$ cat src/rtl/wlfa_pkg.sv
// Package with the shared types and constants of the water level flood alarm.
package wlfa_pkg;

    localparam int unsigned DIST_W  = 19;
    localparam int unsigned LEVEL_W = 8;
    localparam int unsigned CNT_W   = 16;
    localparam int unsigned SEC_W   = 32;
    localparam int unsigned ECHO_W  = 15;

    localparam logic [ECHO_W-1:0] ECHO_TIMEOUT_US = 15'd30000;
    localparam logic [4:0]        DIST_PER_US     = 5'd17;

    // Rounding offset and reciprocal for a ceiling division by 1000.
    localparam logic [9:0]  MILLI_ROUND = 10'd999;
    localparam logic [19:0] MILLI_RECIP = 20'd536871;
    localparam int unsigned MILLI_SHIFT = 29;
    localparam logic [9:0]  MILLI       = 10'd1000;

    // Reciprocal for a division by 15, applied after a shift by two.
    localparam logic [20:0] FIFTEEN_RECIP = 21'd1118482;
    localparam int unsigned FIFTEEN_SHIFT = 24;
    localparam logic [SEC_W-1:0] MIN_SAT_SECONDS = 32'd3932160;

    localparam logic [2:0] CFG_THRESHOLD    = 3'd0;
    localparam logic [2:0] CFG_HEIGHT       = 3'd1;
    localparam logic [2:0] CFG_SAMPLE_INT   = 3'd2;
    localparam logic [2:0] CFG_BLINK_HALF   = 3'd3;
    localparam logic [2:0] CFG_BUZZ_ON      = 3'd4;
    localparam logic [2:0] CFG_BUZZ_PERIOD  = 3'd5;

    typedef enum logic [1:0] {
        EV_NONE  = 2'd0,
        EV_START = 2'd1,
        EV_END   = 2'd2
    } t_event_kind;

    typedef struct packed {
        logic               high;
        logic [LEVEL_W-1:0] level_cm;
    } t_level_res;

endpackage

$ cat src/rtl/wlfa_level.sv
// Water level computation from the echo distance and the threshold compare.
module wlfa_level (
    input  logic [wlfa_pkg::DIST_W-1:0]  i_dist,
    input  logic [7:0]                   i_height_cm,
    input  logic [7:0]                   i_threshold_cm,
    output wlfa_pkg::t_level_res         o_res
);

    logic [17:0] w_full;
    logic [17:0] w_thr_milli;
    logic [19:0] w_need;
    logic [18:0] w_dist_up;
    logic [38:0] w_prod;
    logic [9:0]  w_dist_cm;

    assign w_full      = 18'(i_height_cm) * 18'(wlfa_pkg::MILLI);
    assign w_thr_milli = 18'(i_threshold_cm) * 18'(wlfa_pkg::MILLI);
    assign w_need      = 20'(i_dist) + 20'(w_thr_milli);
    assign w_dist_up   = i_dist + 19'(wlfa_pkg::MILLI_ROUND);
    assign w_prod      = 39'(w_dist_up) * 39'(wlfa_pkg::MILLI_RECIP);
    assign w_dist_cm   = w_prod[38:wlfa_pkg::MILLI_SHIFT];

    always_comb begin
        o_res.high = (i_threshold_cm == 8'd0) || (w_need <= 20'(w_full));
        if (w_dist_cm >= 10'(i_height_cm)) begin
            o_res.level_cm = '0;
        end else begin
            o_res.level_cm = i_height_cm - w_dist_cm[7:0];
        end
    end

endmodule

$ cat src/rtl/wlfa_minutes.sv
// Flood duration in whole minutes, saturated to sixteen bits.
module wlfa_minutes (
    input  logic [wlfa_pkg::SEC_W-1:0] i_now,
    input  logic [wlfa_pkg::SEC_W-1:0] i_start,
    output logic [15:0]                o_minutes
);

    logic [wlfa_pkg::SEC_W-1:0] w_diff;
    logic [19:0]                w_quarter;
    logic [40:0]                w_prod;

    assign w_diff    = i_now - i_start;
    assign w_quarter = w_diff[21:2];
    assign w_prod    = 41'(w_quarter) * 41'(wlfa_pkg::FIFTEEN_RECIP);

    always_comb begin
        if (w_diff >= wlfa_pkg::MIN_SAT_SECONDS) begin
            o_minutes = 16'hFFFF;
        end else begin
            o_minutes = w_prod[wlfa_pkg::FIFTEEN_SHIFT+15:wlfa_pkg::FIFTEEN_SHIFT];
        end
    end

endmodule

$ cat src/rtl/water_level_flood_alarm_unit.sv
// Top level of the water level flood alarm with stream ports and a register write port.
// Pipeline: two register stages (input register, result register), with the level and minute
// reciprocal multiplies between them. Throughput: one tick item per clock cycle while
// m_axis_tready does not stall the output; the alarm state updates once per item.
// Reset: synchronous, active low; clears the alarm state, both pipeline valid flags and
// loads the default register values.
module water_level_flood_alarm_unit (
    input  logic        i_clk,
    input  logic        i_rst_n,
    input  logic        s_axis_tvalid,
    output logic        s_axis_tready,
    input  logic [47:0] s_axis_tdata,   // echo_us[14:0], now_seconds[46:15], zero fill
    output logic        m_axis_tvalid,
    input  logic        m_axis_tready,
    // led_on[0], buzzer_on[1], flood_active[2], level_cm[10:3], duration_min[26:11],
    // event_seconds[58:27], zero fill
    output logic [63:0] m_axis_tdata,
    output logic [1:0]  m_axis_tuser,   // event_kind[1:0]
    input  logic        i_cfg_valid,
    output logic        o_cfg_ready,
    input  logic [2:0]  i_cfg_index,
    input  logic [15:0] i_cfg_data
);

    function automatic logic [15:0] sat_inc(input logic [15:0] v);
        return (v == 16'hFFFF) ? v : v + 16'd1;
    endfunction

    logic [7:0]  r_threshold;
    logic [7:0]  r_height;
    logic [15:0] r_sample_int;
    logic [15:0] r_blink_half;
    logic [15:0] r_buzz_on;
    logic [15:0] r_buzz_period;

    logic                          r_in_valid;
    logic [wlfa_pkg::DIST_W-1:0]   r_dist;
    logic [wlfa_pkg::SEC_W-1:0]    r_now;
    logic [wlfa_pkg::ECHO_W-1:0]   w_echo;
    logic [wlfa_pkg::ECHO_W-1:0]   w_echo_clip;
    logic [wlfa_pkg::DIST_W-1:0]   w_dist;

    logic        r_flood, n_flood;
    logic        r_led, n_led;
    logic        r_buzz, n_buzz;
    logic        r_first, n_first;
    logic [15:0] r_since_sample, n_since_sample;
    logic [15:0] r_since_blink, n_since_blink;
    logic [15:0] r_since_buzz, n_since_buzz;
    logic [31:0] r_start_sec, n_start_sec;
    logic [7:0]  r_last_level, n_last_level;

    wlfa_pkg::t_event_kind n_kind;
    logic [15:0]           n_dur;
    logic [31:0]           n_evs;

    logic        r_out_valid;
    logic        r_out_led;
    logic        r_out_buzz;
    logic        r_out_flood;
    logic [1:0]  r_out_kind;
    logic [7:0]  r_out_level;
    logic [15:0] r_out_dur;
    logic [31:0] r_out_evs;

    wlfa_pkg::t_level_res w_level;
    logic [15:0]          w_minutes;
    logic                 w_adv;
    logic                 w_step;
    logic                 w_sample_due;

    assign o_cfg_ready = 1'b1;

    always_ff @(posedge i_clk) begin
        if (!i_rst_n) begin
            r_threshold   <= 8'd30;
            r_height      <= 8'd100;
            r_sample_int  <= 16'd10000;
            r_blink_half  <= 16'd500;
            r_buzz_on     <= 16'd5000;
            r_buzz_period <= 16'd15000;
        end else if (i_cfg_valid) begin
            unique case (i_cfg_index)
                wlfa_pkg::CFG_THRESHOLD:   r_threshold   <= i_cfg_data[7:0];
                wlfa_pkg::CFG_HEIGHT:      r_height      <= i_cfg_data[7:0];
                wlfa_pkg::CFG_SAMPLE_INT:  r_sample_int  <= i_cfg_data;
                wlfa_pkg::CFG_BLINK_HALF:  r_blink_half  <= i_cfg_data;
                wlfa_pkg::CFG_BUZZ_ON:     r_buzz_on     <= i_cfg_data;
                wlfa_pkg::CFG_BUZZ_PERIOD: r_buzz_period <= i_cfg_data;
                default: ;
            endcase
        end
    end

    assign w_adv         = !r_out_valid || m_axis_tready;
    assign w_step        = r_in_valid && w_adv;
    assign s_axis_tready = !r_in_valid || w_adv;

    assign w_echo      = s_axis_tdata[14:0];
    assign w_echo_clip = (w_echo > wlfa_pkg::ECHO_TIMEOUT_US) ? '0 : w_echo;
    assign w_dist      = 19'(w_echo_clip) * 19'(wlfa_pkg::DIST_PER_US);

    always_ff @(posedge i_clk) begin
        if (!i_rst_n) begin
            r_in_valid <= 1'b0;
        end else if (s_axis_tready) begin
            r_in_valid <= s_axis_tvalid;
        end
        if (s_axis_tvalid && s_axis_tready) begin
            r_dist <= w_dist;
            r_now  <= s_axis_tdata[46:15];
        end
    end

    wlfa_level u_level (
        .i_dist         (r_dist),
        .i_height_cm    (r_height),
        .i_threshold_cm (r_threshold),
        .o_res          (w_level)
    );

    wlfa_minutes u_minutes (
        .i_now     (r_now),
        .i_start   (r_start_sec),
        .o_minutes (w_minutes)
    );

    assign w_sample_due = r_first || (r_since_sample >= r_sample_int);

    always_comb begin
        n_led          = r_led;
        n_buzz         = r_buzz;
        n_since_blink  = r_since_blink;
        n_since_buzz   = r_since_buzz;
        n_flood        = r_flood;
        n_first        = r_first;
        n_since_sample = r_since_sample;
        n_start_sec    = r_start_sec;
        n_last_level   = r_last_level;
        n_kind         = wlfa_pkg::EV_NONE;
        n_dur          = '0;
        n_evs          = '0;

        if (r_flood) begin
            if (r_since_blink >= r_blink_half) begin
                n_since_blink = '0;
                n_led         = ~r_led;
            end
            if (!r_buzz && (r_since_buzz >= r_buzz_period)) begin
                n_buzz       = 1'b1;
                n_since_buzz = '0;
            end
            if (n_buzz && (n_since_buzz >= r_buzz_on)) begin
                n_buzz = 1'b0;
            end
        end else begin
            n_led        = 1'b0;
            n_buzz       = 1'b0;
            n_since_buzz = '0;
        end

        if (w_sample_due) begin
            n_since_sample = '0;
            n_first        = 1'b0;
            n_last_level   = w_level.level_cm;
            if (w_level.high && !r_flood) begin
                n_flood      = 1'b1;
                n_start_sec  = r_now;
                n_since_buzz = r_buzz_period;
                n_kind       = wlfa_pkg::EV_START;
                n_evs        = r_now;
            end else if (!w_level.high && r_flood) begin
                n_flood = 1'b0;
                n_buzz  = 1'b0;
                n_dur   = w_minutes;
                n_kind  = wlfa_pkg::EV_END;
                n_evs   = r_now;
            end
        end

        n_since_sample = sat_inc(n_since_sample);
        n_since_blink  = sat_inc(n_since_blink);
        n_since_buzz   = sat_inc(n_since_buzz);
    end

    always_ff @(posedge i_clk) begin
        if (!i_rst_n) begin
            r_flood        <= 1'b0;
            r_led          <= 1'b0;
            r_buzz         <= 1'b0;
            r_first        <= 1'b1;
            r_since_sample <= '0;
            r_since_blink  <= '0;
            r_since_buzz   <= '0;
            r_start_sec    <= '0;
            r_last_level   <= '0;
            r_out_valid    <= 1'b0;
        end else begin
            if (w_adv) begin
                r_out_valid <= r_in_valid;
            end
            if (w_step) begin
                r_flood        <= n_flood;
                r_led          <= n_led;
                r_buzz         <= n_buzz;
                r_first        <= n_first;
                r_since_sample <= n_since_sample;
                r_since_blink  <= n_since_blink;
                r_since_buzz   <= n_since_buzz;
                r_start_sec    <= n_start_sec;
                r_last_level   <= n_last_level;
            end
        end
        if (w_step) begin
            r_out_led   <= n_led;
            r_out_buzz  <= n_buzz;
            r_out_flood <= n_flood;
            r_out_kind  <= n_kind;
            r_out_level <= n_last_level;
            r_out_dur   <= n_dur;
            r_out_evs   <= n_evs;
        end
    end

    assign m_axis_tvalid = r_out_valid;
    assign m_axis_tuser  = r_out_kind;
    assign m_axis_tdata  = {5'd0, r_out_evs, r_out_dur, r_out_level,
                            r_out_flood, r_out_buzz, r_out_led};

    a_buzz_needs_flood: assert property (@(posedge i_clk) disable iff (!i_rst_n)
        r_buzz |-> r_flood)
        else $error("buzzer state is set without an active flood");

    a_start_sets_flood: assert property (@(posedge i_clk) disable iff (!i_rst_n)
        (m_axis_tvalid && (m_axis_tuser == wlfa_pkg::EV_START)) |-> m_axis_tdata[2])
        else $error("flood start result without flood_active");

    a_step_gives_result: assert property (@(posedge i_clk) disable iff (!i_rst_n)
        w_step |=> m_axis_tvalid)
        else $error("processed item did not produce a result");

endmodule
$ cat config.mk
export PLATFORM = sky130hd
export DESIGN_NAME = water_level_flood_alarm_unit
export DESIGN_NICKNAME = d
export VERILOG_FILES = /design/src/rtl/wlfa_pkg.sv /design/src/rtl/wlfa_level.sv /design/src/rtl/wlfa_minutes.sv /design/src/rtl/water_level_flood_alarm_unit.sv
export SDC_FILE = /design/constraint.sdc
export NUM_CORES = 1
export LEC_CHECK = 0
export ABC_AREA = 1
export BUFFER_PORTS_ARGS = -buffer_cell sky130_fd_sc_hd__buf_2
export CORE_ASPECT_RATIO = 1.25
export CORE_MARGIN = 2
export CORE_UTILIZATION = 58
export DETAILED_ROUTE_END_ITERATION = 10
export GPL_ROUTABILITY_DRIVEN = 1
export HOLD_SLACK_MARGIN = 0.02
export PLACE_DENSITY = 0.79
export SLEW_MARGIN = 5
export SYNTH_ARGS = -nofsm -noshare
export SYNTH_HDL_FRONTEND = slang
export SYNTH_HIERARCHICAL = 1
export SYNTH_SLANG_ARGS = --single-unit
$ cat constraint.sdc
create_clock -name i_clk -period 7.9 [get_ports i_clk]
set_clock_uncertainty 0.05 [all_clocks]
set_input_delay 1.185 -clock i_clk [delete_from_list [all_inputs] [get_ports i_clk]]
set_output_delay 1.185 -clock i_clk [all_outputs]
set_load 0.02 [all_outputs]
; ---- Yosys cells after proc, flatten, opt, wreduce, memory -nomap -nowiden
; Index checks and enable logic that the tools add are counted.
[word_totals]
regBits = 286
inputBits = 72
out_inout_bits = 69
[op_classes]
eq_ne = 8
mux = 31
multipliers = 5
n_addsub = 7
order_cmp = 8
n_bitwise = 3
n_reduce_logical = 27
[op_table]
columns = operator, count
row1 = 16-bit two-way mux, 12
row2 = 16-bit >= comparator, 4
row3 = 32-bit two-way mux, 2
row4 = 16-bit by 1-bit adder with 16-bit output (second input constant), 3
row5 = 16-bit equality test (second input constant), 3
row6 = 19-bit by 20-bit multiplier with 39-bit output (second input constant), 1
row7 = 20-bit by 20-bit multiplier with 39-bit output (second input constant), 1
row8 = 32-bit by 22-bit >= comparator with 1-bit output (second input constant), 1
row9 = 32-bit subtractor, 1
row10 = 8-bit by 7-bit multiplier with 15-bit output (second input constant), 2
row11 = 19-bit by 18-bit adder with 20-bit output, 1
row12 = 20-bit by 18-bit <= comparator with 1-bit output, 1
row13 = 19-bit by 10-bit adder with 19-bit output (second input constant), 1
row14 = 15-bit by 5-bit multiplier with 19-bit output (second input constant), 1
row15 = 8-bit two-way mux, 2
row16 = 15-bit > comparator (second input constant), 1
row17 = 15-bit two-way mux, 1
row18 = 2-bit AND reduction, 7
row19 = 1-bit two-way mux, 13
row20 = 10-bit by 8-bit >= comparator with 1-bit output, 1
row21 = 8-bit logical NOT, 1
row22 = 8-bit subtractor, 1
row23 = 3-bit by 2-bit equality test with 1-bit output (second input constant), 2
row24 = 3-bit equality test (second input constant), 2
row25 = 10 further kinds, 24

; ---- Depth between registers and ports, before layout
; Gate-level depths: netlist of the first run.
[depth]
word_depth = 11
mapped_depth = 52

; ---- Cells and area by module
; The synthesis of the first run kept the hierarchy.
[modules_own_cells]
columns = mod, seq_area_each_um2, area_each_um2, instances, cells_per_inst
row1 = water_level_flood_alarm_unit, 6846.6, 14475.1, 1, 1774
row2 = wlfa_level, 0.0, 10356.2, 1, 1328
row3 = wlfa_minutes, 0.0, 6321.1, 1, 955

; ---- Worst setup path after synthesis of the first run
; OpenSTA, ideal clock, no wires.
[synth_timing]
path_type = reg-to-reg
from = register r_dist[0] in the netlist's numbering
to = register r_last_level[0]
synth_period_minus_slack_ns = 7.844
stages_incl_launch_ff = 49
slack_ns = 0.056
arrival_time_ns = 7.723
path_buffers = 0
cell_sequence = edfxtp_1 -> inv_1 -> nand3_2 -> nand3_1 -> nand3_1 -> nor3_1 -> a21oi_1 -> nand3b_1 -> nand2_1 -> ha_1 -> ha_1 -> inv_1 -> fa_1 -> inv_1 -> fa_1 -> inv_1 -> fa_1 -> inv_1 -> [13 not listed] -> nand2_1 -> inv_1 -> ha_1 -> nand2_1 -> nor2_1 -> o21ai_0 -> nand3_1 -> nand2_1 -> nand2_1 -> nor2_1 -> nand2_2 -> nor2_4 -> nand4_4 -> nor2_2 -> nand2_1 -> nand2_1 -> nand2_1 -> a21oi_1
[synth_lines]
columns = element, line
row1 = start: declaration, water_level_flood_alarm_unit.sv:37  ; logic [wlfa_pkg::DIST_W-1:0] r_dist;
row2 = start signal: assignment, water_level_flood_alarm_unit.sv:110  ; r_dist <= w_dist;
row3 = end signal: assignment, water_level_flood_alarm_unit.sv:211  ; r_last_level <= n_last_level;
row4 = end: declaration, water_level_flood_alarm_unit.sv:51  ; logic [7:0] r_last_level, n_last_level;

==> summary.md, run 1 <==
| Metric | Value |
|---|---|
| Clock root buffer | `clkbuf_16` |
| Hold Path Stages | `2` |
| CP peak stage delay | `610 ps` |
| Synth cell count leaders | `748 x nand2_1, 688 x inv_1, 541 x ha_1, 369 x nor2_1, 316 x a21oi_1` |
| Final core utilization | `65.4%` |
| DRT antenna net count | `0` |
| Row count | `94` |
| Post-DP HPWL | `62,300 um` |
| Drt drc | `0` |
| Clk_lat worst skew | `610 ps` |
| Async SR Flop Fraction | `0%` |
| Number of hold violations in the final report | `0` |
| # fillers | `4,401` |
| H-tree depth | `1` |
| Area Growth Syn to Fin | `10.9%` |
| Remaining Overflow, GRT | `0` |
| GRT Resource Usage Total | `27.9%` |
| Slew Limit Fails | `0` |
| Setup TNS | `0 ps` |
| Final setup viols | `0` |
| Sequential fraction of the synthesis area | `22.0%` |
| Share of post-route cells with drive strength above 1 | `12.8%` |
| Final non-filler cell area | `0.0346 mm^2` |
| CTS tree | `built` |
| DIE WIDTH | `211 um` |
| Largest net degree at the start of global routing | `93` |
| Dpl cell area | `0.0328 mm^2` |
| Fmax | `0.130 GHz` |
| Syn Area/Cell | `7.68 um^2` |
| Synth top area cells | `ha_1 22%, dfxtp_1 11%, edfxtp_1 11%` |
| Clk buf depth | `3` |
| Relative slew slack | `28.2%` |
| Final net count | `5,016` |
| Yosys warns | `6` |
| Post-synth cell types | `62` |
| Worst EP required | `8350 ps` |
| Global-route wire length before repair | `127,000 um` |
| Maxcap violations | `0` |
| Cell taking the most area after synthesis | `ha_1` |
| Multi-input combinational cell area | `0.0218 mm^2` |
| WL/cell | `16.0 um` |
| Crit-path max FO | `4` |
| Critical Path AT | `8150 ps` |
| Starting density of the core | `59.0%` |
| CTS Buf Count | `30` |
| Post-synth EDFFs | `112` |
| Clock slew at the register clock pins of the worst setup and hold paths | `60 ps` |
| Worst hold margin | `411 ps` |
| Total Wirelength | `79,000 um` |
| Hold Crit Class | `register to register` |
| Synth Flop Type | `dfxtp_1` |
| Crit. End Element | `register` |
| Minimum clock period | `7690 ps` |
| Die H | `263 um` |
| Drt initial violations | `1,500` |
| Clk sinks | `286` |
| Setup CP Type | `register to register` |
| Period utilisation layout | `97.4%` |
| Crit start category | `register` |
| Antenna violations before repair | `3` |
| R2R depth | `39` |
| Vias in the first global route | `26,718` |
| Core ar. | `0.0528 mm^2` |
| IO Count | `141` |
| Via/cell ratio | `5.50` |
| Mapped Cells | `4,057` |
| RSZ-0062 raised after global routing | `true` |
| Slowest CP cell | `fa_1` |
| Die footprint | `0.0556 mm^2` |
| Yosys top cell area share | `21.7%` |
| Drt pass-1 iters | `5` |
| Tightest Pin Transition | `1070 ps` |
| Register Area | `0.00685 mm^2` |
| Via Count | `27,168` |
| Status | `complete, no violations` |
| Register bit total from synthesis | `286` |
| Routability cong. | `0.936` |
| Most common cell in the synthesized netlist | `nand2_1` |
| PortBufs | `133` |
| Post-Syn Area | `0.0312 mm^2` |
-- flip-flops by register name, indices dropped and copies added (netlist names), 2 cells and up --
signal / flops
r_since_buzz: 16
r_since_blink: 16
r_out_level: 8
r_start_sec: 32
r_dist: 19
r_since_sample: 16
r_blink_half: 16
r_sample_int: 16
r_height: 8
r_out_evs: 32
r_threshold: 8
r_last_level: 8
r_buzz_period: 16
r_now: 32
m_axis_tuser: 2
r_out_dur: 16
r_buzz_on: 16
-- cells by family (layout without fill, tap and decap cells) --
logic type / after synthesis / after routing / synth area share [%]
fa+ha+maj: 700 / 700 / 31.9
xor+xnor: 107 / 107 / 3.03
simple gates: 1568 / 1568 / 22.5
other cells: 2 / 7 / 0.0241
buf+inv: 793 / 1000 / 9.90
flops: 286 / 286 / 22.0
compound gates: 601 / 601 / 10.6
-- critical path, delay by kind of cell (launching register included) --
| family | cells | cell delay, ps |
|---|---|---|
| AOI/OAI and AO/OA | 7 | 1180 |
| xor gates and xnor gates | 2 | 330 |
| adders and majority gates | 10 | 3590 |
| buffers and inverters | 8 | 890 |
| DFF | 1 | 420 |
| and+or+nand+nor | 12 | 1140 |
-- cell type report --
type	instances	share of cell area, %
flip-flops and latches	286	19.8
repair buffers	231	4.08
multi-input cells	2982	63.2
inverters	713	7.75
clock inverters	12	0.337
diodes	1	0.00724
clock buffers	44	2.39
well taps	672	2.43
-- layout by cell type, fill, tap and decap left out, types with 7 or more instances in the layout --
cell type / instances
nand2_1: 729
inv_1: 676
ha_1: 524
nor2_1: 360
a21oi_1: 306
nand3_1: 194
dfxtp_1: 174
fa_1: 155
o21ai_0: 149
buf_2: 133
edfxtp_1: 112
buf_4: 96
nand2_2: 65
xor2_1: 59
nand4_1: 46
xnor2_1: 37
nor3_1: 36
inv_2: 35
nor2_2: 33
clkbuf_16: 30
nand3_2: 28
o211ai_1: 26
a21o_1: 22
o21ai_1: 19
a31oi_1: 15
nand3b_1: 15
ha_4: 15
o21bai_1: 13
nor2_4: 13
a21oi_2: 13
nand2_4: 11
clkbuf_1: 10
o21a_1: 9
o21ai_2: 7
-- stage by stage --
| step | cells | setup slack (ps) |
|---|---|---|
| 6_report | 4941 | 209 |
| 5_1_grt | 4941 | -207 |
| 4_1_cts | 4921 | 3.77 |
| 3_5_place_dp | 4862 | -199 |
| 3_3_place_gp | 4862 | -89.3 |
| 2_1_floorplan | 4061 | 56.2 |
-- worst paths after layout --
check | startpoint | end | slack (ps)
min | r_start_sec[15] | r_start_sec[15] | 410
max | r_dist[4] | r_last_level[6] | 210
min reg2reg | r_start_sec[15] | r_start_sec[15] | 410
max reg2reg | r_dist[4] | r_last_level[6] | 210
-- routing by layer --
layer	global-route usage [%]	part of all wire, %	up-vias
li1	-	-	13573
met1	33.0	41	12695
met2	50.4	50	667
met3	2.87	4.5	229
met4	13.3	4.8	4
met5	0	0.028	-
-- repair_timing --
item                       4_1_cts  5_1_grt
resized for setup               18      110
hold buffers                     0        0
pin swaps                       11       57
setup endpoints to repair       16       64
buffers inserted                 3       19
Power of run 1 is not shown: default switching activity piles up to over one toggle a cycle in this logic, so the estimate is an artifact.
==> run 2: changes to the inputs <==
==> constraint.sdc (replaced) <==
create_clock -name i_clk -period 7.9 [get_ports i_clk]
set_clock_uncertainty 0.05 [all_clocks]
set_input_delay 1.58 -clock i_clk [delete_from_list [all_inputs] [get_ports i_clk]]
set_output_delay 1.58 -clock i_clk [all_outputs]
set_load 0.02 [all_outputs]
==> run 2 against run 1 <==
Net effect: sequential share of layout area fell by 0.059 points; sequential cell count did not move; critical path depth rose by 6; worst hold slack got worse by 5.5 ps; fmax rose by 0.93%; largest cell class unchanged; die area did not move.
==> summary.md, run 2 (synthesis gave the netlist of run 1 again) <==
| Metric | Value |
|---|---|
| Post-DP HPWL | `62,600 um` |
| DIE WIDTH | `211 um` |
| Reg-to-reg setup timing slack | `280 ps` |
| Core ar. | `0.0528 mm^2` |
| Antenna violations before repair | `3` |
| Final net count | `5,018` |
| CP peak stage delay | `520 ps` |
| Hold Crit Start | `r_first` |
| Hold Crit Class | `register to register` |
| Period utilisation layout | `96.5%` |
| Clock slew at the register clock pins of the worst setup and hold paths | `60 ps` |
| Commonest non-fill, non-tap cell in the layout | `nand2_1` |
| Via/cell ratio | `5.52` |
| # fillers | `4,442` |
| Tightest Pin Transition | `1090 ps` |
| Clock root buffer | `clkbuf_16` |
| RSZ-0062 raised after global routing | `true` |
| Minimum clock period | `7620 ps` |
| Drt pass-1 iters | `5` |
| Share of post-route cells with drive strength above 1 | `12.9%` |
| Pre-CTS WS | `-258 ps` |
| Hold-fix buffers, CTS | `0` |
| Maxcap violations | `0` |
| Hold Path Stages | `2` |
| WL/cell | `16.1 um` |
| Via Count | `27,307` |
| Clk buf depth | `3` |
| Crit-path max FO | `8` |
| Setup TNS | `0 ps` |
| GRT Resource Usage Total | `27.9%` |
| Final non-filler cell area | `0.0347 mm^2` |
| CTS Buf Count | `30` |
| Biggest registers after layout | `r_now x32, r_out_evs x32, r_start_sec x32` |
| Crit-path most repeated cell | `nand2_1` |
| Die footprint | `0.0556 mm^2` |
| Dpl cell area | `0.0329 mm^2` |
| Die H | `263 um` |
| Row count | `94` |
| Number of hold violations in the final report | `0` |
| Worst setup margin | `280 ps` |
| Cells after DPL | `4,866` |
| Crit start category | `register` |
| Largest net degree at the start of global routing | `94` |
| Reg-to-Reg Start | `r_dist[7]` |
| IO Count | `141` |
| R2R depth | `45` |
| Clk_lat worst skew | `610 ps` |
| Starting density of the core | `59.0%` |
| Clk sinks | `286` |
| Slowest CP cell | `fa_1` |
| Critical Path AT | `8100 ps` |
| PortBufs | `133` |
| Setup CP Type | `register to register` |
| DRT antenna net count | `0` |
| Final setup viols | `0` |
| Fmax | `0.131 GHz` |
| Most frequent cells in the layout | `727 x nand2_1, 678 x inv_1, 524 x ha_1, 360 x nor2_1, 306 x a21oi_1` |
| Crit. End Element | `register` |
| Non-filler instance count after layout | `4,943` |
| Relative slew slack | `27.3%` |
| Status | `complete, no violations` |
| Slew Limit Fails | `0` |
| Area Growth Syn to Fin | `11.2%` |
| Drt initial violations | `1,530` |
| Remaining Overflow, GRT | `0` |
| Drt drc | `0` |
| Vias in the first global route | `26,704` |
| H-tree depth | `1` |
| Worst EP required | `8380 ps` |
| RR Endpoint | `r_last_level[5]` |
| Global-route wire length before repair | `127,000 um` |
| CTS tree | `built` |
| Routability cong. | `0.974` |
| Sink of the worst hold path | `r_first` |
| Total Wirelength | `79,800 um` |
-- run 2: changes by cell type in the layout (fill, tap and decap cells not counted), sizes merged --
cell	change
clkbuf	-9
buf	+2
clkinvlp	+2
bufinv	+2
inv	+1
clkinv	+4
-- run 2: final cells by class --
| type | count | area [um^2] | area share [%] |
|---|---|---|---|
| tap | 672 | 841 | 2.43 |
| inverter | 713 | 2680 | 7.73 |
| clock buffer | 35 | 811 | 2.34 |
| antenna | 1 | 2.50 | 0.00722 |
| clock inverter | 21 | 231 | 0.668 |
| timing repair buffer | 233 | 1430 | 4.12 |
| multi-input combinational | 2982 | 21800 | 63.0 |
| sequential | 286 | 6850 | 19.8 |
-- run 2: critical path, delay by kind of cell, from the launching register on --
kind                     cells  cell delay [ps]
buffers and inverters        6              280
AND/OR/NAND/NOR             25             2440
adder cells (fa/ha/maj)      9             3480
flip-flops                   1              510
AO/OA/AOI/OAI                5              780
-- run 2: per-stage QoR --
| stage | hold WS (ps) | util (%) |
|---|---|---|
| global placement | 382 | 62.2 |
| finish | 405 | 65.6 |
| floorplan | 370 | - |
| detailed placement | 391 | 62.2 |
| CTS | 403 | 64.4 |
| global route | 432 | 65.6 |
-- run 2: metal layers --
| layer | up-vias | global-route usage (%) | part of all wire, % |
|---|---|---|---|
| met5 | - | 0 | 0.028 |
| met3 | 202 | 3.13 | 4.6 |
| met2 | 731 | 52.0 | 50 |
| met4 | 4 | 10.8 | 4.4 |
| met1 | 12787 | 32.3 | 41 |
| li1 | 13583 | - | - |
-- run 2: worst max-delay path by stage --
stage	from	end	slack, ps
6_report	r_dist[7]	r_last_level[5]	280
5_1_grt	r_dist[7]	r_last_level[5]	-150
4_1_cts	r_dist[0]	r_last_level[5]	2
3_5_place_dp	r_dist[0]	r_last_level[7]	-260
3_3_place_gp	r_dist[0]	r_last_level[6]	-100
2_1_floorplan	r_dist[0]	r_last_level[0]	60
-- run 2: repair_timing --
action,4_1_cts,5_1_grt
pin swaps,8,60
resized for setup,19,105
endpoints found under the setup margin,16,33
buffers inserted,1,19
Power of run 2 is left out for the same reason.
==> run 3: changes to the inputs <==
REMOVE_ABC_BUFFERS = 1   (was not set)
SYNTH_HIERARCHICAL = not set   (was 1)
TNS_END_PERCENT = 30   (was not set)
==> run 3 against run 2 <==
Net effect: the run now ends with setup timing left; fmax fell by 9.9%; critical path type unchanged; utilization grew 0.61 points; clock-buffer cell count grew 2; design area shrank 3.4%; sequential share of layout area up 0.71 points; critical endpoint is now r_out_level[6]; die area shrank 4.4%; first-iteration DRC count fell by 17%; final cell count shrank 5.7%; via count shrank 7.7%; sequential cell count stayed put; register-to-register slack got worse by 840 ps.
==> summary.md, run 3 <==
| Metric | Value |
|---|---|
| Mapped Cells | `3,740` |
| Cell taking the most area after synthesis | `ha_1` |
| Clk sinks | `286` |
| Die footprint | `0.0532 mm^2` |
| CP peak stage delay | `500 ps` |
| Maxcap violations | `0` |
| R2R depth | `49` |
| Async SR Flop Fraction | `0%` |
| Total Wirelength | `73,600 um` |
| CTS tree | `built` |
| Final setup viols | `16` |
| DRT antenna net count | `0` |
| Post-Syn Area | `0.0298 mm^2` |
| Synth cell count leaders | `735 x inv_1, 555 x nand2_1, 541 x ha_1, 336 x a21oi_1, 271 x nor2_1` |
| Row count | `92` |
| Minimum clock period | `8460 ps` |
| Most common cell in the synthesized netlist | `inv_1` |
| Reg-to-reg setup timing slack | `-560 ps` |
| Setup TNS | `-8010 ps` |
| Hold Crit Class | `register to register` |
| Die H | `257 um` |
| Number of hold violations in the final report | `0` |
| Worst setup margin | `-559 ps` |
| Worst setup path endpoint | `r_out_level[6]` |
| Failing checks | `setup timing` |
| Synth top area cells | `ha_1 23%, dfxtp_1 12%, edfxtp_1 11%` |
| Status | `finished, violations left` |
| Syn Area/Cell | `7.96 um^2` |
| Via Count | `25,214` |
| Commonest non-fill, non-tap cell in the layout | `inv_1` |
| RSZ-0062 raised after global routing | `true` |
| Final net count | `4,752` |
| Remaining Overflow, GRT | `0` |
| Pre-CTS WS | `-1060 ps` |
| DIE WIDTH | `207 um` |
| Via/cell ratio | `5.41` |
| Crit start category | `register` |
| Tightest Pin Transition | `1240 ps` |
| H-tree depth | `1` |
| RR Endpoint | `r_out_level[6]` |
| Clock slew at the register clock pins of the worst setup and hold paths | `70 ps` |
| Clk buf depth | `3` |
| Yosys top cell area share | `22.7%` |
| Slowest CP cell | `fa_1` |
| Drt pass-1 iters | `7` |
| Drt initial violations | `1,267` |
| Final core utilization | `66.2%` |
| Crit. Startpoint | `r_dist[0]` |
| Slew Limit Fails | `0` |
| Register bit total from synthesis | `286` |
| Clk_lat worst skew | `610 ps` |
| Post-DP HPWL | `58,300 um` |
| Crit. End Element | `register` |
| Largest net degree at the start of global routing | `128` |
| Crit-path max FO | `5` |
| Antenna violations before repair | `0` |
| Setup CP Type | `register to register` |
| Drt drc | `0` |
| Reg-to-Reg Start | `r_dist[0]` |
| Crit-path most repeated cell | `buf_4` |
| Most frequent cells in the layout | `723 x inv_1, 547 x nand2_1, 529 x ha_1, 323 x a21oi_1, 267 x nor2_1` |
| WL/cell | `15.8 um` |
| CTS Buf Count | `30` |
| Hold-fix buffers, CTS | `0` |
| GRT Resource Usage Total | `27.9%` |
| Critical Path AT | `8870 ps` |
| Core ar. | `0.0505 mm^2` |
| Relative slew slack | `17.3%` |
| Vias in the first global route | `25,195` |
| Global-route wire length before repair | `121,000 um` |
| Biggest registers after layout | `r_now x32, r_out_evs x32, r_start_sec x32` |
| Clock root buffer | `clkbuf_16` |
| Period utilisation layout | `107%` |
| Yosys warns | `0` |
| # diodes | `0` |
| IO Count | `141` |
| Worst EP required | `8310 ps` |
| Starting density of the core | `58.9%` |
| Synth Flop Type | `dfxtp_1` |
| Routability cong. | `0.917` |
| Area Growth Syn to Fin | `12.4%` |
| Sequential fraction of the synthesis area | `23.0%` |
| Fmax | `0.118 GHz` |
| Post-synth cell types | `61` |
| Post-synth EDFFs | `112` |
| Share of post-route cells with drive strength above 1 | `11.7%` |
| PortBufs | `133` |
[run 3: cells by family after synthesis]
family	after synthesis	synth area share, %
compound gates	702	13.1
simple gates	1091	15.7
fa+ha+maj	703	33.6
buf+inv	822	10.6
flops	286	23.0
other cells	2	0.0252
xor+xnor	134	3.97
[run 3: cell type report]
cell class	instances	area, um^2
Inverter	744	2800
Clock buffer	37	797
Fill cell	4113	17100
Clock inverter	19	272
Tap cell	658	823
Sequential cell	286	6850
Timing Repair Buffer	279	1790
Multi-Input combinational cell	2636	20100
[run 3: routing by layer]
layer	share of wire (%)	global-route usage [%]	up-vias
li1	-	-	12696
met5	0	0	-
met1	42	34.1	11761
met4	3.9	10.6	0
met3	4.2	2.76	160
met2	50	50.1	597
[run 3: through the flow]
stage	hold slack, ps	cells	cell area, um^2
2_1_floorplan	383	3666	29400
3_3_place_gp	393	4573	31800
3_5_place_dp	401	4573	31800
4_1_cts	410	4647	33200
5_1_grt	424	4659	33500
6_report	407	4659	33500
[run 3: worst max-delay path, delay by kind of cell (launching register included)]
kind | cells | cell delay, ps
DFF | 1 | 410
AOI/OAI and AO/OA | 13 | 1640
adders and majority gates | 9 | 3220
xor gates and xnor gates | 2 | 340
buffers and inverters | 17 | 1930
and+or+nand+nor | 8 | 770
[run 3: worst min path at each step]
stage                     from               to  slack, ps  cells after the start
2_1_floorplan  r_start_sec[10]  r_start_sec[10]        380                      2
3_3_place_gp   r_start_sec[28]  r_start_sec[28]        390                      2
3_5_place_dp   r_start_sec[25]  r_start_sec[25]        400                      2
4_1_cts        r_start_sec[15]  r_start_sec[15]        410                      2
5_1_grt        r_last_level[1]  r_last_level[1]        420                      2
6_report       r_start_sec[30]  r_start_sec[30]        410                      2
[run 3: repair_timing]
item,in CTS,in global routing
pin swaps,31,46
cloned,1,0
buffers inserted,17,12
setup endpoints to repair,16,111
gates resized for setup,41,61
Power of run 3 is left out for the same reason.
